===== src/design/hrbp_pkg.sv =====
// shared types, constants and per-byte step functions for the request byte parser
package hrbp_pkg;

  localparam int LENGTH_BITS = 31;
  localparam int LW = LENGTH_BITS;

  // request phase, also reported as status
  typedef enum logic [2:0] {
    PH_REQ  = 3'd0,
    PH_HDR  = 3'd1,
    PH_BODY = 3'd2,
    PH_DONE = 3'd3,
    PH_ERR  = 3'd4
  } phase_t;

  // content-length number scanner
  typedef enum logic [2:0] {
    NP_WS     = 3'd0,
    NP_PLUS   = 3'd1,
    NP_MINUS  = 3'd2,
    NP_DIGITS = 3'd3,
    NP_ZERO   = 3'd4,
    NP_END    = 3'd5,
    NP_BAD    = 3'd6
  } num_phase_t;

  // field within a line
  typedef enum logic [1:0] {
    FI_FIRST  = 2'd0,
    FI_SECOND = 2'd1,
    FI_THIRD  = 2'd2
  } field_t;

  localparam logic [3:0] ROLE_METHOD  = 4'd0;
  localparam logic [3:0] ROLE_PATH    = 4'd1;
  localparam logic [3:0] ROLE_QUERY   = 4'd2;
  localparam logic [3:0] ROLE_VERSION = 4'd3;
  localparam logic [3:0] ROLE_HNAME   = 4'd4;
  localparam logic [3:0] ROLE_HVALUE  = 4'd5;
  localparam logic [3:0] ROLE_BODY    = 4'd6;
  localparam logic [3:0] ROLE_EOL     = 4'd7;
  localparam logic [3:0] ROLE_SEP     = 4'd8;
  localparam logic [3:0] ROLE_IGNORED = 4'd9;

  localparam logic [2:0] MC_UNKNOWN = 3'd5;
  localparam logic [1:0] VC_UNKNOWN = 2'd2;

  localparam logic [7:0] CH_CR    = 8'h0d;
  localparam logic [7:0] CH_LF    = 8'h0a;
  localparam logic [7:0] CH_SP    = 8'h20;
  localparam logic [7:0] CH_QMARK = 8'h3f;
  localparam logic [7:0] CH_COLON = 8'h3a;
  localparam logic [7:0] CH_PLUS  = 8'h2b;
  localparam logic [7:0] CH_MINUS = 8'h2d;
  localparam logic [7:0] CH_ZERO  = 8'h30;

  localparam logic [3:0] CLEN_LEN = 4'd14;
  localparam logic [3:0] VER_LEN  = 4'd8;

  localparam logic [7:0] METH_TXT [5][8] = '{
    '{"G", "E", "T", 8'h0, 8'h0, 8'h0, 8'h0, 8'h0},
    '{"P", "O", "S", "T", 8'h0, 8'h0, 8'h0, 8'h0},
    '{"H", "E", "A", "D", 8'h0, 8'h0, 8'h0, 8'h0},
    '{"P", "U", "T", 8'h0, 8'h0, 8'h0, 8'h0, 8'h0},
    '{"D", "E", "L", "E", "T", "E", 8'h0, 8'h0}
  };
  localparam logic [3:0] METH_LEN [5] = '{4'd3, 4'd4, 4'd4, 4'd3, 4'd6};
  localparam logic [7:0] VER_TXT [2][8] = '{
    '{"H", "T", "T", "P", "/", "1", ".", "0"},
    '{"H", "T", "T", "P", "/", "1", ".", "1"}
  };
  localparam logic [7:0] CLEN_TXT [16] = '{
    "c", "o", "n", "t", "e", "n", "t", "-", "l", "e", "n", "g", "t", "h", 8'h0, 8'h0
  };

  localparam logic [LW+3:0] LEN_MAX = {4'b0, {LW{1'b1}}};

  typedef struct packed {
    logic       mode;
    logic [7:0] data_byte;
  } in_t;

  typedef struct packed {
    logic [7:0]  out_byte;
    logic [3:0]  role;
    logic        line_done;
    logic [2:0]  method_code;
    logic [1:0]  version_code;
    logic [30:0] content_length;
    logic [2:0]  status;
    logic        last;
  } res_t;

  typedef struct packed {
    phase_t     phase;
    logic       cr_pending;
    logic       line_empty;
    field_t     field;
    logic       in_query;
    logic [3:0] pos;
    logic [4:0] cand;
    logic       name_is_len;
    num_phase_t nphase;
    logic [LW-1:0] acc;
    logic [LW-1:0] blen;
    logic [LW-1:0] brem;
    logic [2:0] saved_method;
  } st_t;

  typedef struct packed {
    st_t        st;
    logic [3:0] role;
  } ld_t;

  typedef struct packed {
    st_t        st;
    logic [2:0] mc;
    logic [1:0] vc;
  } le_t;

  // results of one accepted beat, towards the result queue
  typedef struct packed {
    logic [1:0] n;
    res_t       r0;
    res_t       r1;
  } push_t;

  function automatic st_t new_line(st_t s);
    st_t r;
    r = s;
    r.line_empty  = 1'b1;
    r.field       = FI_FIRST;
    r.in_query    = 1'b0;
    r.pos         = 4'd0;
    r.cand        = 5'h1f;
    r.name_is_len = 1'b1;
    r.nphase      = NP_WS;
    r.acc         = '0;
    return r;
  endfunction

  function automatic st_t reset_st();
    st_t r;
    r              = '0;
    r.phase        = PH_REQ;
    r.cr_pending   = 1'b0;
    r.saved_method = 3'd0;
    r.blen         = '0;
    r.brem         = '0;
    return new_line(r);
  endfunction

  function automatic logic [3:0] bump(logic [3:0] p);
    return (p < 4'd15) ? p + 4'd1 : p;
  endfunction

  function automatic logic is_ws(logic [7:0] c);
    return (c == CH_SP) || (c >= 8'd9 && c <= 8'd13);
  endfunction

  // stoi-like decimal scan of the content-length value
  function automatic st_t number_feed(st_t s, logic [7:0] c);
    st_t r;
    logic dig;
    logic [7:0] dd;
    logic [3:0] d;
    logic [LW+3:0] v;
    r   = s;
    dig = (c >= 8'h30) && (c <= 8'h39);
    dd  = c - CH_ZERO;
    d   = dd[3:0];
    v   = (LW+4)'(s.acc) * (LW+4)'(10) + (LW+4)'(d);
    case (s.nphase)
      NP_WS: begin
        if (!is_ws(c)) begin
          if (c == CH_PLUS) r.nphase = NP_PLUS;
          else if (c == CH_MINUS) r.nphase = NP_MINUS;
          else if (dig) begin
            r.acc    = LW'(d);
            r.nphase = NP_DIGITS;
          end else r.nphase = NP_BAD;
        end
      end
      NP_PLUS: begin
        if (dig) begin
          r.acc    = LW'(d);
          r.nphase = NP_DIGITS;
        end else r.nphase = NP_BAD;
      end
      NP_MINUS, NP_ZERO: begin
        if (dig) r.nphase = (d != 4'd0) ? NP_BAD : NP_ZERO;
        else r.nphase = (s.nphase == NP_ZERO) ? NP_END : NP_BAD;
        if (r.nphase != NP_BAD) r.acc = '0;
      end
      NP_DIGITS: begin
        if (dig) begin
          if (v > LEN_MAX) r.nphase = NP_BAD;
          else r.acc = v[LW-1:0];
        end else r.nphase = NP_END;
      end
      default: ;
    endcase
    return r;
  endfunction

  // one byte of line data: role and state update
  function automatic ld_t line_data(st_t s, logic [7:0] b);
    ld_t r;
    logic [7:0] lc;
    logic [2:0] m;
    r.st            = s;
    r.role          = ROLE_IGNORED;
    r.st.line_empty = 1'b0;
    lc = (b >= 8'h41 && b <= 8'h5a) ? b + 8'd32 : b;
    m  = MC_UNKNOWN;
    if (s.phase == PH_REQ) begin
      if (s.field == FI_FIRST) begin
        if (b == CH_SP) begin
          for (int i = 4; i >= 0; i--)
            if (s.cand[i] && METH_LEN[i] == s.pos) m = 3'(i);
          r.st.saved_method = m;
          r.st.field        = FI_SECOND;
          r.st.in_query     = 1'b0;
          r.role            = ROLE_SEP;
        end else begin
          for (int i = 0; i < 5; i++)
            if (s.pos >= METH_LEN[i] || METH_TXT[i][s.pos[2:0]] != b) r.st.cand[i] = 1'b0;
          r.st.pos = bump(s.pos);
          r.role   = ROLE_METHOD;
        end
      end else if (s.field == FI_SECOND) begin
        if (b == CH_SP) begin
          r.st.field = FI_THIRD;
          r.st.pos   = 4'd0;
          r.st.cand  = 5'h03;
          r.role     = ROLE_SEP;
        end else if (!s.in_query && b == CH_QMARK) begin
          r.st.in_query = 1'b1;
          r.role        = ROLE_SEP;
        end else begin
          r.role = s.in_query ? ROLE_QUERY : ROLE_PATH;
        end
      end else begin
        for (int i = 0; i < 2; i++)
          if (s.pos >= VER_LEN || VER_TXT[i][s.pos[2:0]] != b) r.st.cand[i] = 1'b0;
        r.st.pos = bump(s.pos);
        r.role   = ROLE_VERSION;
      end
    end else begin
      if (s.field == FI_FIRST) begin
        if (b == CH_COLON) begin
          if (s.pos != CLEN_LEN) r.st.name_is_len = 1'b0;
          r.st.field = FI_SECOND;
          r.role     = ROLE_SEP;
        end else begin
          if (s.pos >= CLEN_LEN || CLEN_TXT[s.pos] != lc) r.st.name_is_len = 1'b0;
          r.st.pos = bump(s.pos);
          r.role   = ROLE_HNAME;
        end
      end else if (s.field == FI_SECOND) begin
        r.st.field = FI_THIRD;
        r.role     = ROLE_IGNORED;
      end else begin
        r.st   = number_feed(r.st, b);
        r.role = ROLE_HVALUE;
      end
    end
    return r;
  endfunction

  // close of a request or header line
  function automatic le_t line_end(st_t s);
    le_t r;
    r.st = s;
    r.mc = 3'd0;
    r.vc = 2'd0;
    if (s.phase == PH_REQ) begin
      if (s.field != FI_THIRD) begin
        r.st.phase = PH_ERR;
        r.mc       = MC_UNKNOWN;
        r.vc       = VC_UNKNOWN;
      end else begin
        r.mc = s.saved_method;
        r.vc = VC_UNKNOWN;
        for (int i = 1; i >= 0; i--)
          if (s.cand[i] && s.pos == VER_LEN) r.vc = 2'(i);
        r.st.phase = PH_HDR;
      end
    end else if (s.line_empty) begin
      r.st.brem  = s.blen;
      r.st.phase = (s.blen != '0) ? PH_BODY : PH_DONE;
    end else if (s.field == FI_FIRST) begin
      r.st.phase = PH_ERR;
    end else if (s.name_is_len) begin
      if (s.nphase == NP_DIGITS || s.nphase == NP_ZERO || s.nphase == NP_END)
        r.st.blen = s.acc;
      else
        r.st.phase = PH_ERR;
    end
    r.st = new_line(r.st);
    return r;
  endfunction

  function automatic res_t mk(st_t s, logic [7:0] b, logic [3:0] role, logic done,
                              logic [2:0] mc, logic [1:0] vc);
    res_t r;
    r.out_byte       = b;
    r.role           = role;
    r.line_done      = done;
    r.method_code    = mc;
    r.version_code   = vc;
    r.content_length = 31'(s.blen);
    r.status         = s.phase;
    r.last           = 1'b0;
    return r;
  endfunction

  typedef struct packed {
    st_t   st;
    push_t p;
  } step_t;

  // full per-beat update
  function automatic step_t step(st_t s, in_t x);
    step_t o;
    ld_t ld;
    ld_t ld2;
    le_t le;
    logic [7:0] b;
    b      = x.data_byte;
    o.st   = s;
    o.p.n  = 2'd0;
    o.p.r0 = '0;
    o.p.r1 = '0;
    if (x.mode) begin
      o.st = reset_st();
    end else if (s.phase == PH_REQ || s.phase == PH_HDR) begin
      if (s.cr_pending) begin
        o.st.cr_pending = 1'b0;
        if (b == CH_LF) begin
          o.p.r0 = mk(o.st, CH_CR, ROLE_EOL, 1'b0, 3'd0, 2'd0);
          le     = line_end(o.st);
          o.st   = le.st;
          o.p.r1 = mk(o.st, b, ROLE_EOL, 1'b1, le.mc, le.vc);
          o.p.n  = 2'd2;
        end else begin
          ld     = line_data(o.st, CH_CR);
          o.st   = ld.st;
          o.p.r0 = mk(o.st, CH_CR, ld.role, 1'b0, 3'd0, 2'd0);
          o.p.n  = 2'd1;
          if (b == CH_CR) begin
            o.st.cr_pending = 1'b1;
          end else begin
            ld2    = line_data(o.st, b);
            o.st   = ld2.st;
            o.p.r1 = mk(o.st, b, ld2.role, 1'b0, 3'd0, 2'd0);
            o.p.n  = 2'd2;
          end
        end
      end else if (b == CH_CR) begin
        o.st.cr_pending = 1'b1;
      end else begin
        ld     = line_data(o.st, b);
        o.st   = ld.st;
        o.p.r0 = mk(o.st, b, ld.role, 1'b0, 3'd0, 2'd0);
        o.p.n  = 2'd1;
      end
    end else if (s.phase == PH_BODY) begin
      if (s.brem != '0) o.st.brem = s.brem - LW'(1);
      if (o.st.brem == '0) o.st.phase = PH_DONE;
      o.p.r0 = mk(o.st, b, ROLE_BODY, 1'b0, 3'd0, 2'd0);
      o.p.n  = 2'd1;
    end else begin
      o.p.r0 = mk(o.st, b, ROLE_IGNORED, 1'b0, 3'd0, 2'd0);
      o.p.n  = 2'd1;
    end
    if (o.p.n == 2'd1) o.p.r0.last = 1'b1;
    if (o.p.n == 2'd2) o.p.r1.last = 1'b1;
    return o;
  endfunction

endpackage


===== src/design/hrbp_core.sv =====
// input register, parser state and per-beat classification
module hrbp_core (
  input  logic           clk,
  input  logic           rst_n,
  input  logic           in_valid,
  input  hrbp_pkg::in_t  in_data,
  output logic           in_stall,
  input  logic           room,
  output hrbp_pkg::push_t push
);

  logic             in_valid_r, in_valid_nxt;
  hrbp_pkg::in_t    in_data_r;
  hrbp_pkg::st_t    st_r, st_nxt;
  hrbp_pkg::step_t  stp;
  logic             advance, accept;

  // handshake on the input register
  assign advance  = in_valid_r && room;
  assign in_stall = in_valid_r && !room;
  assign accept   = in_valid && !in_stall;
  assign in_valid_nxt = accept || (in_valid_r && !advance);

  // single pass over the held beat
  always_comb begin
    stp    = hrbp_pkg::step(st_r, in_data_r);
    st_nxt = advance ? stp.st : st_r;
    push   = stp.p;
    if (!advance) push.n = 2'd0;
  end

  always_ff @(posedge clk) begin
    if (!rst_n) begin
      in_valid_r <= 1'b0;
      st_r       <= hrbp_pkg::reset_st();
    end else begin
      in_valid_r <= in_valid_nxt;
      st_r       <= st_nxt;
    end
  end

  // beat payload
  always_ff @(posedge clk) begin
    if (accept) in_data_r <= in_data;
  end

endmodule


===== src/design/hrbp_rq.sv =====
// four-entry result queue, takes up to two results a cycle and gives one, none while out_stall is high
module hrbp_rq (
  input  logic            clk,
  input  logic            rst_n,
  input  hrbp_pkg::push_t push,
  output logic            room,
  output logic            out_valid,
  output hrbp_pkg::res_t  out_data,
  input  logic            out_stall
);

  hrbp_pkg::res_t mem [4];
  logic [1:0] wr_r, wr_nxt, rd_r, rd_nxt;
  logic [2:0] cnt_r, cnt_nxt, cnt_left;
  logic       pop;

  // occupancy and space for a two-result beat
  assign out_valid = cnt_r != 3'd0;
  assign out_data  = mem[rd_r];
  assign pop       = out_valid && !out_stall;
  assign cnt_left  = cnt_r - {2'b0, pop};
  assign room      = cnt_left <= 3'd2;
  assign cnt_nxt   = cnt_left + {1'b0, push.n};
  assign wr_nxt    = wr_r + push.n;
  assign rd_nxt    = rd_r + {1'b0, pop};

  always_ff @(posedge clk) begin
    if (!rst_n) begin
      wr_r  <= 2'd0;
      rd_r  <= 2'd0;
      cnt_r <= 3'd0;
    end else begin
      wr_r  <= wr_nxt;
      rd_r  <= rd_nxt;
      cnt_r <= cnt_nxt;
    end
  end

  // entry writes
  always_ff @(posedge clk) begin
    if (push.n != 2'd0) mem[wr_r] <= push.r0;
    if (push.n == 2'd2) mem[wr_r + 2'd1] <= push.r1;
  end

endmodule


===== src/design/http_request_byte_parser.sv =====
// HTTP request byte parser: one request byte per beat in, one tagged result per beat out.
// A beat is taken every cycle while the queue has room for two results; a byte that yields two
// results (a held CR resolved with the next byte) pushes both at once. The input rate is one byte
// per cycle, set by the combinational step logic, limited by the one-result-per-cycle output of
// the four-entry result queue. Each beat passes the input register, then the result queue. While
// parsing lines, a CR yields no result until the next byte; a restart beat (mode 1) yields none.
module http_request_byte_parser (
  input  logic           clk,
  input  logic           rst_n,
  input  logic           in_valid,
  input  hrbp_pkg::in_t  in_data,
  output logic           in_stall,
  output logic           out_valid,
  output hrbp_pkg::res_t out_data,
  input  logic           out_stall
);

  hrbp_pkg::push_t push;
  logic            room;

  // classification
  hrbp_core u_core (
    .clk      (clk),
    .rst_n    (rst_n),
    .in_valid (in_valid),
    .in_data  (in_data),
    .in_stall (in_stall),
    .room     (room),
    .push     (push)
  );

  // result queue
  hrbp_rq u_rq (
    .clk       (clk),
    .rst_n     (rst_n),
    .push      (push),
    .room      (room),
    .out_valid (out_valid),
    .out_data  (out_data),
    .out_stall (out_stall)
  );

endmodule


===== config.mk =====
export PLATFORM = sky130hd
export DESIGN_NAME = http_request_byte_parser
export DESIGN_NICKNAME = d
export VERILOG_FILES = /design/src/design/hrbp_pkg.sv /design/src/design/hrbp_core.sv /design/src/design/hrbp_rq.sv /design/src/design/http_request_byte_parser.sv
export SDC_FILE = /design/constraint.sdc
export NUM_CORES = 1
export LEC_CHECK = 0
export BUFFER_PORTS_ARGS = -buffer_cell sky130_fd_sc_hd__buf_2
export CORE_MARGIN = 8
export CORE_UTILIZATION = 60
export CTS_BUF_LIST = sky130_fd_sc_hd__clkbuf_8 sky130_fd_sc_hd__clkbuf_16
export CTS_CLUSTER_DIAMETER = 60
export DETAILED_ROUTE_END_ITERATION = 12
export GPL_TIMING_DRIVEN = 0
export PLACE_DENSITY_LB_ADDON = 0.12
export SETUP_SLACK_MARGIN = 0.2
export SLEW_MARGIN = 10
export SYNTH_ARGS = -nofsm -noshare
export SYNTH_HDL_FRONTEND = slang
export SYNTH_SLANG_ARGS = --single-unit

===== constraint.sdc =====
create_clock -name clk -period 16.8 [get_ports clk]
set_input_delay 0.84 -clock clk [delete_from_list [all_inputs] [get_ports clk]]
set_output_delay 0.84 -clock clk [all_outputs]
set_load 0.005 [all_outputs]

==> Word level (Yosys, flattened, before mapping) <==
Memory sizes are Yosys's and may differ from the RTL's. A register that Yosys moved wholly into a read port is not among the register bits.
Cells that the tools add are included.
{ "classes": {"mux": 286, "n_lt_le_gt_ge": 25, "n_shift": 0, "n_bitwise": 4, "reduce_logical": 98, "n_eq_ne": 95, "n_div": 0, "n_mul": 2, "addsub": 12} }
{ "op_table": {"columns": ["cell", "count"], "rows": [
  ["$mux 99", 12],
  ["$mux 31", 25],
  ["$mux 110", 7],
  ["$mux 100", 5],
  ["$mux 8", 37],
  ["$pmux 34 s4", 2],
  ["$mux 225", 1],
  ["$mux 3", 65],
  ["$mux 97", 2],
  ["$mux 172", 1],
  ["$mux 168", 1],
  ["$mux 53", 3],
  ["$ne 8x8->1", 16],
  ["$mux 117", 1],
  ["$mux 4", 29],
  ["$mux 115", 1],
  ["$mux 108", 1],
  ["$mux 9", 9],
  ["$mux 80", 1],
  ["$add 35x4->35", 2],
  ["$gt 35x31->1 const B", 2],
  ["$mul 31x3->34 const B", 2],
  ["$mux 34", 2],
  ["$ne 8x4->1 const B", 8],
  ["other kinds (72)", 287]
]} }
{ "totals": {"mem_count": 17, "ff_bits": 134, "rom_bits": 1152, "mem_bits_rw": 212, "out_inout_bits": 55, "input_bits": 13, "latchBits": 0} }
{ "mem_list": {"columns": ["memory", "words", "width", "read_ports", "rd_ports_with_merged_regs", "wr", "line", "source"], "rows": [
  ["u_rq.mem", 4, 53, 1, 1, 2, "hrbp_rq.sv:12", "hrbp_pkg::res_t mem [4];"],
  ["(no name shown)", 16, 8, 1, 0, 0, "hrbp_pkg.sv:256", "if (s.pos >= CLEN_LEN || CLEN_TXT[s.pos] != lc) r.st.name_is_len = 1'b0;"],
  ["(no name shown)", 16, 8, 1, 0, 0, "hrbp_pkg.sv:256", null],
  ["(no name shown)", 8, 8, 1, 0, 0, "hrbp_pkg.sv:245", "if (s.pos >= VER_LEN || VER_TXT[i][s.pos[2:0]] != b) r.st.cand[i] = 1'b0;"],
  ["(no name shown)", 8, 8, 1, 0, 0, "hrbp_pkg.sv:227", "if (s.pos >= METH_LEN[i] || METH_TXT[i][s.pos[2:0]] != b) r.st.cand[i] = 1'b0;"],
  ["(no name shown)", 8, 8, 1, 0, 0, "hrbp_pkg.sv:227", null],
  ["11 more memories", null, null, null, null, null, null, null]
]} }

==> Longest topological paths before layout <==
{ "logic_depth": {"depth_word": 60, "ltp_mapped": 26, "depth_no_buf": 21} }

==> Hierarchy <==
Synthesis repeated with hierarchy kept, for this count alone.
{ "hier_totals": {"cells_unflattened": 3082, "hier_area_um2": 28374.7} }
{ "modules_own_cells": {"columns": ["module", "n_inst", "area_per_inst_um2", "seq_area_each_um2", "cells_each"], "rows": [
  ["hrbp_core", 1, 17658.2, 2632.5, 2522],
  ["hrbp_rq", 1, 10716.5, 6506.2, 560]
]} }

==> Least setup slack after synthesis <==
No wires, ideal clock.
{ "synth_timing": {"path_type": "input port to flip-flop", "startpoint": "input port out_stall", "endpoint": "memory u_rq.mem[0][0] (netlist name), enable pin", "arrival_ps": 6132, "cell_stages": 10, "n_path_buf": 0, "setup_slack_ps": 10126, "path_cell_list": "nor2b_1 ha_1 ha_1 xor2_1 a21oi_1 and2_1 nand3_1 clkinv_1 nor2_1 o31ai_1"} }
{ "synth_lines": {"columns": ["element", "line", "source"], "rows": [
  ["start, declared", "http_request_byte_parser.sv:15", "input logic out_stall"],
  ["end, declared", "hrbp_rq.sv:12", null]
]} }

==> Worst setup path after layout <==
{ "layout_timing": {"startpoint": "register u_core.st_r[110] (netlist name)", "endpoint": "register u_core.st_r[77] (netlist name)"} }
{ "layout_between": {"elab_chain_cells": 44, "word_cells_on_any_way": 71, "cone_classes": "1 x add/sub; 1 x mul; 1 x order compare; 9 x eq/ne; 54 x mux; 5 x reduce/logical"} }
{ "layout_rtl": {"columns": ["element", "line", "source"], "rows": [
  ["start, declared", "hrbp_core.sv:14", "hrbp_pkg::st_t st_r, st_nxt;"],
  ["start signal, assigned", "hrbp_core.sv:35", "st_r <= hrbp_pkg::reset_st();"],
  ["start signal, assigned", "hrbp_core.sv:38", "st_r <= st_nxt;"],
  ["parallel branches: the longest is 44 deep, another holds $add 35x4->35", null, null]
]} }
Parallel ways; which one is timed is not known. The select of a mux whose other input is x is not followed.
A chain may end at the register's enable or synchronous reset.

==> results.cfg <==
[outcome]
result_of_the_run = finished, final reports clean

[power_and_ir_drop]
p_clk_frac = 0.320
power_report.internal_total_mw = 1.74
max-vdd-ir-drop_uv = 65.4
fraction_of_power_spent_switching_nets = 0.347
p_switching_mw = 0.924
power.share.sequential = 0.371
power.leakage_nw = 10.5
power.combinational.fraction = 0.309
power.density_nw_per_um2 = 91.1

[global_routing]
grt_util_all_layers = 0.381
maximum_number_of_pins_on_one_net_before_global_route_repair = 54
vias_in_the_first_global_route = 26030
grt_overflow_total = 0
antenna_violations_before_repair = 2
grt_first_pass_wirelength_mm = 152

[synthesis]
synth_simple_gate_area_frac = 0.214
synth_edf_count = 221
yosys_warnings = 0
synth.ff_latch_count = 346
synthArstFlopShare = 0
syn-num-nets = 3332
post_synth_instance_area_um2 = 26700
synth_seq_area_share = 0.342
main_combinational_cell_family_by_area_after_synthesis = compound AO/OA/AOI/OAI gates
yosys.cell_types.count = 107
synth.mux.area_fraction = 0.0540
syn_avg_cell_area_um2 = 8.45
synth_top_area_cell = edfxtp_1
compound_gate_portion_of_the_synthesized_area = 0.223
netlist.area_leader.share = 0.248
netlist_instances = 3164
yosys.area_share.adder = 0.0739
ys_dominant_reg_cell = edfxtp_1
synth_xor_xnor_area_share = 0.0533
synth.top_cells.by_area = edfxtp_1 25%, dfxtp_1 9.4%, ha_1 7.0%

[die]
die_area_um2 = 51600
io-pin-count = 68
floorplan.core_area_um2 = 44100
rows = 77
die-width_um = 227
initial_core_util = 0.606
fp.dieH_um = 227

[drt]
detail_route.first_pass.iterations = 9
number_of_vias_per_cell = 7.02
vias = 27368
route.detailed.drc = 0
route.detailed.wl_per_inst_um = 26.0
detail_route.iter0.violations = 4239
routed_wl_mm = 101
route.antenna.remaining_nets = 0

[finish]
most-common-layout-cells = 487 x nand2_1, 304 x o21ai_0, 302 x nor2_1, 221 x edfxtp_1, 180 x clkbuf_1
area_delta_synth_final_pct = 9.40
multi_input_area_um2 = 16600
num-nets-final = 3446
stdcell_area_um2 = 29300
final_common_cell = nand2_1
filler_cell_count = 3671
seq_area_um2 = 9140
final_layout_size_suffix_gt1_frac = 0.0792

[setup_path]
crit_path_top_delay_cell = nor4_1
setup.worst_path.end_class = flop
worstPathArrival_ns = 9.22
crit_fanout = 10
cpPeakStageDelay_ns = 0.85
category_of_the_critical_setup_timing_path = flop to flop
crit_required_ns = 17.28
setup.worst_path.start_class = flop
timing.critical_path.cells = inv_1, ha_1, nor3_2, nand3_1, clkbuf_1, clkbuf_1, clkbuf_1, and2_1, ha_1, ha_1, fa_1, a211oi_2, o21ai_2, a22oi_1, a21oi_1, a211oi_1, xor2_1, or4b_4, a2111oi_4, o21ai_4, or2_1, nor4_1, a311oi_1, o21ai_1

[sta]
timing.max_slew.rel_slack = 0.171
setup_total_negative_slack_ns = 0
post-route-min-period_ns = 8.74
final_max_slew_viol_count = 0
grt_setup_unrepaired = no
period_share = 0.520
achievable_freq_ghz = 0.114
report.final.hold_viol_count = 0
timing.clock.skew_ns = 0.0234
timing_worst_slew_pin_value_ns = 1.21
setup-violations-final = 0

[clock_network]
cts_max_level = 2
cts_buffer_depth = 3
worst_skew_pair.late_latency_ns = 0.56
ctsResizeCount = 0
post_cts_setup_buffers = 0
clockRootBuffer = clkbuf_16
number_of_sinks_driven_by_the_clock_tree = 346
tritoncts = built
cts_buffers = 38
cts_hold_repair.buffers = 0
clk_pin_slew_worst_paths_ns = 0.06

[job]
timing.max_cap.violations = 0

[placed_design]
io_buffer_count = 66
postPlaceCellArea_um2 = 28000
place.gp.congestion = 1.05
detailedPlacementHpwl_mm = 75.0

[min_path]
min-delay-path-class = input port to flop
==> registers in the layout (all words and copies together) (netlist names) <==
register and cells:
u_core.in_valid_r 1, u_core.in_data_r 9, u_rq.rd_r 2, u_rq.wr_r 2, u_core.st_r 117, u_rq.cnt_r 3, u_rq.mem 212
==> logic make-up after synthesis <==
family / after synthesis
compound gates: 927
xor+xnor: 162
fa+ha+maj: 155
buf+inv: 275
flops: 346
mux: 77
simple gates: 1222
==> synth_stat cells (8+ instances only) <==
cell type,n
and3_1,17
o221ai_1,8
nor3b_1,8
or3_1,23
nor2b_1,19
a31oi_1,41
o21ai_0,304
buf_2,13
nand2b_1,19
nand3_1,52
a211oi_1,19
nor4_1,37
and2_1,64
edfxtp_1,221
xor2_1,51
a21o_1,22
a2111oi_0,8
inv_1,60
o31ai_1,18
and4_1,13
dfxtp_1,125
mux2i_1,20
a21oi_1,173
buf_1,15
mux4_2,53
a22o_1,9
or4_1,9
nand4_1,34
a21boi_0,34
or2_2,12
nor3_1,80
nor2_1,303
a22oi_1,90
clkbuf_1,180
o21a_1,20
o21bai_1,10
o211ai_1,25
ha_1,150
a211o_1,8
o22ai_1,16
xnor2_1,110
o21ai_1,11
nand2_1,488
==> power groups by stage <==
stage / registers, mW / clock network, mW / logic (mW)
6_report: 0.989 / 0.853 / 0.824
4_1_cts: 0.987 / 0.840 / 0.804
3_5_place_dp: 1.00 / 0 / 0.794
3_3_place_gp: 1.01 / 0 / 0.772
2_1_floorplan: 0.990 / 0 / 0.526
5_1_grt: 0.991 / 0.876 / 0.874
==> per-layer routing <==
layer  up-vias  part of all wire  GRT usage
li1      11944                 -          -
met1     12843              0.37      0.480
met2      2116              0.44      0.599
met3       461              0.12     0.0924
met4         4             0.061      0.205
met5         -            0.0011     0.0142
==> layout make-up <==
cell class | instances | share of cell area
antenna | 2 | 0.000171
clock buffer | 42 | 0.0348
buffer | 213 | 0.0287
tap | 592 | 0.0253
inverter | 62 | 0.00796
sequential | 346 | 0.312
timing repair buffer | 74 | 0.0166
multi-input combinational | 2543 | 0.566
clock inverter | 26 | 0.00774
==> worst max-delay path: cells and delay by family (launching register included) <==
kind / cells / cell delay [ns]
buffers and inverters: 4 / 1.13
and+or+nand+nor: 6 / 3.16
adders and majority gates: 4 / 1.25
xor gates and xnor gates: 1 / 0.16
DFF: 1 / 0.47
AOI/OAI and AO/OA: 9 / 2.51
==> through the flow <==
stage	cells	setup WS [ns]	hold WS (ns)	util	power, mW
3_3_place_gp	3822	6.43	0.466	0.630	1.78
3_5_place_dp	3830	8.33	0.489	0.635	1.80
2_1_floorplan	3164	10.13	0.451	-	1.52
6_report	3900	8.06	0.475	0.663	2.67
5_1_grt	3898	7.62	0.479	0.663	2.74
4_1_cts	3898	8.31	0.480	0.663	2.63
==> final timing paths <==
kind,end,from,depth (start not counted),slack (ns)
setup / recovery,u_core.st_r[77]$_SDFFE_PN0P_,u_core.st_r[110]$_SDFFE_PN0P_,24,8.06
hold / removal,u_core.in_data_r[1]$_DFFE_PP_,in_data[1],1,0.48
setup reg to reg,u_core.st_r[77]$_SDFFE_PN0P_,u_core.st_r[110]$_SDFFE_PN0P_,24,8.06
hold reg to reg,u_core.st_r[104]$_SDFFE_PN1P_,u_core.st_r[104]$_SDFFE_PN1P_,2,0.51
Note: power is estimated with default switching activity, not from simulation.
